<file path="src/petlor_div.sv">
// ----------------------------------------------------------------------------
// petlor_div
// pipelined restoring divider, one quotient bit per stage, with overflow flag
// ----------------------------------------------------------------------------
module petlor_div #(
  parameter int NUM_W = 51,
  parameter int DEN_W = 25,
  parameter int QUO_W = 25,
  parameter int TAG_W = 1
) (
  input  logic             clk_i,
  input  logic             en_i,
  input  logic [NUM_W-1:0] num_i,
  input  logic [DEN_W-1:0] den_i,
  input  logic [TAG_W-1:0] tag_i,
  output logic [QUO_W-1:0] quo_o,
  output logic             ovf_o,
  output logic [TAG_W-1:0] tag_o
);

  localparam int CMP_W = (NUM_W > DEN_W + QUO_W) ? NUM_W : DEN_W + QUO_W;

  logic [NUM_W-1:0] rem_q [QUO_W];
  logic [DEN_W-1:0] den_q [QUO_W];
  logic [QUO_W-1:0] quo_q [QUO_W];
  logic             ovf_q [QUO_W];
  logic [TAG_W-1:0] tag_q [QUO_W];

  for (genvar j = 0; j < QUO_W; j++) begin : g_stage
    logic [NUM_W-1:0] rem_in;
    logic [DEN_W-1:0] den_in;
    logic [QUO_W-1:0] quo_in;
    logic             ovf_in;
    logic [TAG_W-1:0] tag_in;
    logic [CMP_W-1:0] shifted;
    logic             take;

    if (j == 0) begin : g_first
      // quotient too wide to matter: flag it, the bits below are then junk
      assign ovf_in = CMP_W'(num_i) >= (CMP_W'(den_i) << QUO_W);
      assign rem_in = num_i;
      assign den_in = den_i;
      assign quo_in = '0;
      assign tag_in = tag_i;
    end else begin : g_next
      assign ovf_in = ovf_q[j-1];
      assign rem_in = rem_q[j-1];
      assign den_in = den_q[j-1];
      assign quo_in = quo_q[j-1];
      assign tag_in = tag_q[j-1];
    end

    assign shifted = CMP_W'(den_in) << (QUO_W - 1 - j);
    assign take    = CMP_W'(rem_in) >= shifted;

    always_ff @(posedge clk_i) begin
      if (en_i) begin
        rem_q[j] <= take ? NUM_W'(CMP_W'(rem_in) - shifted) : rem_in;
        quo_q[j] <= quo_in | (take ? (QUO_W'(1) << (QUO_W - 1 - j)) : '0);
        den_q[j] <= den_in;
        ovf_q[j] <= ovf_in;
        tag_q[j] <= tag_in;
      end
    end
  end

  assign quo_o = quo_q[QUO_W-1];
  assign ovf_o = ovf_q[QUO_W-1];
  assign tag_o = tag_q[QUO_W-1];

endmodule

</file>
<file path="config.mk">
export PLATFORM = sky130hd
export DESIGN_NAME = petlor_div
export DESIGN_NICKNAME = d
export VERILOG_FILES = /design/src/petlor_div.sv
export SDC_FILE = /design/constraint.sdc
export NUM_CORES = 2
export LEC_CHECK = 0
export BUFFER_PORTS_ARGS = -buffer_cell sky130_fd_sc_hd__buf_2
export CAP_MARGIN = 25
export CORE_ASPECT_RATIO = 1.2
export CORE_MARGIN = 5
export CORE_UTILIZATION = 60
export DETAILED_ROUTE_END_ITERATION = 16
export GPL_TIMING_DRIVEN = 0
export MAX_ROUTING_LAYER = met4
export PLACE_DENSITY = 0.81
export REMOVE_ABC_BUFFERS = 1
export SYNTH_ARGS = -nofsm -noshare
export SYNTH_HDL_FRONTEND = slang
export SYNTH_SLANG_ARGS = --single-unit
</file>
<file path="constraint.sdc">
create_clock -name clk_i -period 12.05 [get_ports clk_i]
set_input_delay 0.6025 -clock clk_i [delete_from_list [all_inputs] [get_ports clk_i]]
set_output_delay 0.6025 -clock clk_i [all_outputs]
set_load 0.005 [all_outputs]
</file>
==> metrics.cfg <==
[yosys]
postSynthCellCount = 9486
synth_compound_area_share_pct = 12.0
synth.yosys.seq_area_share_pct = 58.6
ys_async_sr_fraction_pct = 0
synth_top_family_by_area = compound AO/OA/AOI/OAI gates
synth_top_cell_area_share_pct = 58.6
netlist-cell-type-count = 96
synth_adder_area_share_pct = 7.64
yosys-top-cells-area = edfxtp_1 59%, ha_1 7.2%, xnor2_1 3.5%, a21oi_1 3.3%, xor2_1 2.9%
yosysTopAreaCell = edfxtp_1
synthSimpleGateAreaFrac_pct = 10.9
syn_area_mm2 = 0.113
ys_ff_latch = 2199
synth_enable_flop_cells = 2199
synth_xor_xnor_area_share_pct = 6.35
syn_avg_cell_area_um2 = 11.9
yosysWarnings = 0
synthFlopType = edfxtp_1
synth.area.mux_share_pct = 1.21

[pwr]
pwr_density_cell_mw_per_mm2 = 228
finalPower_mw = 28.3
peakVddDrop_mv = 0.175
p_leak_nw = 48.1

[setup_path]
crit_end = rem_q[1][101]$_DFFE_PP_
endpoint_kind = flip-flop
critPathSlowestCell = a211o_2
cpLargestDelayFamily = compound AO/OA/AOI/OAI gates
criticalPathCategory = flip-flop to flip-flop
worstPathMaxFanout = 48
regToRegSetupSlack_ns = 6.61
critical_path_arrival_ns = 5.99
r2r-end = rem_q[1][101]$_DFFE_PP_
r2r-start = rem_q[1][15]$_DFFE_PP_
max_stage_delay_ns = 0.77
crit_buf_inv = 3
cp.depth = 16
worst_ep_required_time_ns = 12.60
rr_worst_depth = 16
startpoint_type = flip-flop
crit_start = rem_q[1][15]$_DFFE_PP_
path_cells = inv_1, ha_1, inv_1, fa_1, a21oi_1, o21ai_0, a2111oi_0, buf_1, nor2_1, o21ba_2, a311oi_1, o21ai_0, a211o_2, o211ai_1, nor4_1, xor2_1

[cells_and_area]
drive_above_1_share_pct = 7.06
final.fill_count = 12800
register_area_mm2 = 0.0660
area_delta_synth_final_pct = 10.2
layout_common_cells = 2,199 x edfxtp_1, 783 x inv_1, 750 x a21oi_1, 668 x nor2_1, 650 x ha_1
num-nets-final = 10500
multiInputGateArea_mm2 = 0.0431
layout_commonest_cell = edfxtp_1

[job]
cap_violations = 0

[timing]
worstMarginPinSlew_ns = 1.17
period_minus_slack_ns = 5.44
drv_slew = 0
tns_ns = 0
min_period_over_period_pct = 45.1
rsz0062_at_grt = false
max_freq_mhz = 184
fin_ws_ns = 6.61
hold_viol = 0
fin_skew_ns = 0.115
slew_headroom_pct = 21.3
final-setup-viol-count = 0

[floorplanning]
start_util_pct = 60.2
die_y_um = 485
dieArea_mm2 = 0.197
row_count = 174
fp.coreArea_mm2 = 0.187
io_pins = 106
die_x_um = 406

[place]
hpwl_um = 188000
place_ws_ns = 6.78
port_buffers = 105
gp_congestion = 1.01

[global_route]
overflow = 0
grt_pass1_wl_um = 404000
grt_usage_pct = 26.9
grt_max_degree = 185
antenna_found_initial = 5
grt_pass1_vias = 78900

[cts]
clockRootBuffer = clkbuf_16
clkTransAtPathRegs_ns = 0.07
htree_levels = 4
cts_tree = done
cts_buffers = 215
postCtsSetupRepairBufs = 0
cts_sinks = 2199
cts_max_path_buffers = 3
clk_latency_ns = 0.93
cts_resized = 0

[route]
wl_um = 260000
first_pass_iters = 6
drc = 0
num_vias = 74500
drt_first_iter_violations = 4821
wl_per_cell_um = 21.0
via_per_inst = 6.02
drtAntennaViolNets = 0

[status]
status = finished clean

[min_path]
hold_path_class = input pin to flip-flop
hp-start = num_i[48]

[worst register-to-register path: cells and delay by family, from the launching register on]
family	cells	cell delay [ns]
adders and majority gates	2	0.59
xor gates and xnor gates	1	0.17
DFF	1	0.39
and+or+nand+nor	2	0.28
buffers and inverters	3	0.41
AOI/OAI and AO/OA	8	3.24
[synthesized netlist by cell type, types with 171 or more instances]
cell type / n
a21o_1: 369
a21oi_1: 750
clkbuf_1: 171
edfxtp_1: 2199
ha_1: 650
inv_1: 783
nand2_1: 649
nor2_1: 669
nor3_1: 175
nor4_1: 172
o21ai_0: 493
xnor2_1: 451
xor2_1: 367
[kinds of logic (layout without fill, tap and decap cells)]
kind of cell             Yosys count  in the layout
AO/OA/AOI/OAI                   2177           2177
XOR/XNOR                         818            818
adder cells (fa/ha/maj)          674            674
buffers and inverters            988           1412
flip-flops                      2199           2199
multiplexers                     122            122
other                              0              7
AND/OR/NAND/NOR                 2508           2508
[per-layer routing]
| layer | part of all wire [%] | vias up | GRT usage, % |
|---|---|---|---|
| li1 | - | 35500 | - |
| met1 | 29 | 35800 | 20.2 |
| met2 | 58 | 2266 | 54.3 |
| met3 | 3.1 | 985 | 3.09 |
| met4 | 10 | 0 | 22.3 |
| met5 | 0 | - | - |
[power breakdown]
group,switching [mW],internal (mW)
Sequential,0.951,10.6
Clock,2.99,3.65
Combinational,5.88,4.27
Total,9.82,18.5
[through the flow]
step	hold slack, ns	util [%]	instance area (µm²)	cells
after floorplan	0.400	-	112000	9283
after global placement	0.400	61.7	116000	11900
after detailed placement	0.405	62.3	117000	11900
after CTS	0.0240	66.3	124000	12400
after global routing	0.0598	66.4	124000	12400
final	0.0728	66.4	124000	12400
[flip-flops by register name, summed over array words and instances (netlist names)]
signal and cells:
quo_q 325, tag_q 25, ovf_q 25, rem_q 1224, den_q 600
[worst min-delay path by stage]
stage	slack (ns)	cells after the start	end
floorplan	0.40	0	ovf_q[0][1]$_DFFE_PP_
detailed placement	0.40	0	ovf_q[0][2]$_DFFE_PP_
global route	0.06	3	rem_q[0][37]$_DFFE_PP_
global placement	0.40	0	quo_q[0][292]$_DFFE_PP_
finish	0.07	3	rem_q[0][48]$_DFFE_PP_
CTS	0.02	3	rem_q[0][37]$_DFFE_PP_
[cell type report]
class,instances,area share [%]
repair buffers,234,1.71
flip-flops and latches,2199,53.1
well taps,2464,2.48
clock buffers,258,4.46
diodes,7,0.0141
multi-input cells,6299,34.7
clock inverters,135,1.14
inverters,785,2.37
[what timing repair did]
action,4_1_cts,5_1_grt
endpoints found under the setup margin,0,0
hold buffers,63,0
endpoints found under the hold margin,63,0
(Power assumes the default switching activity.)
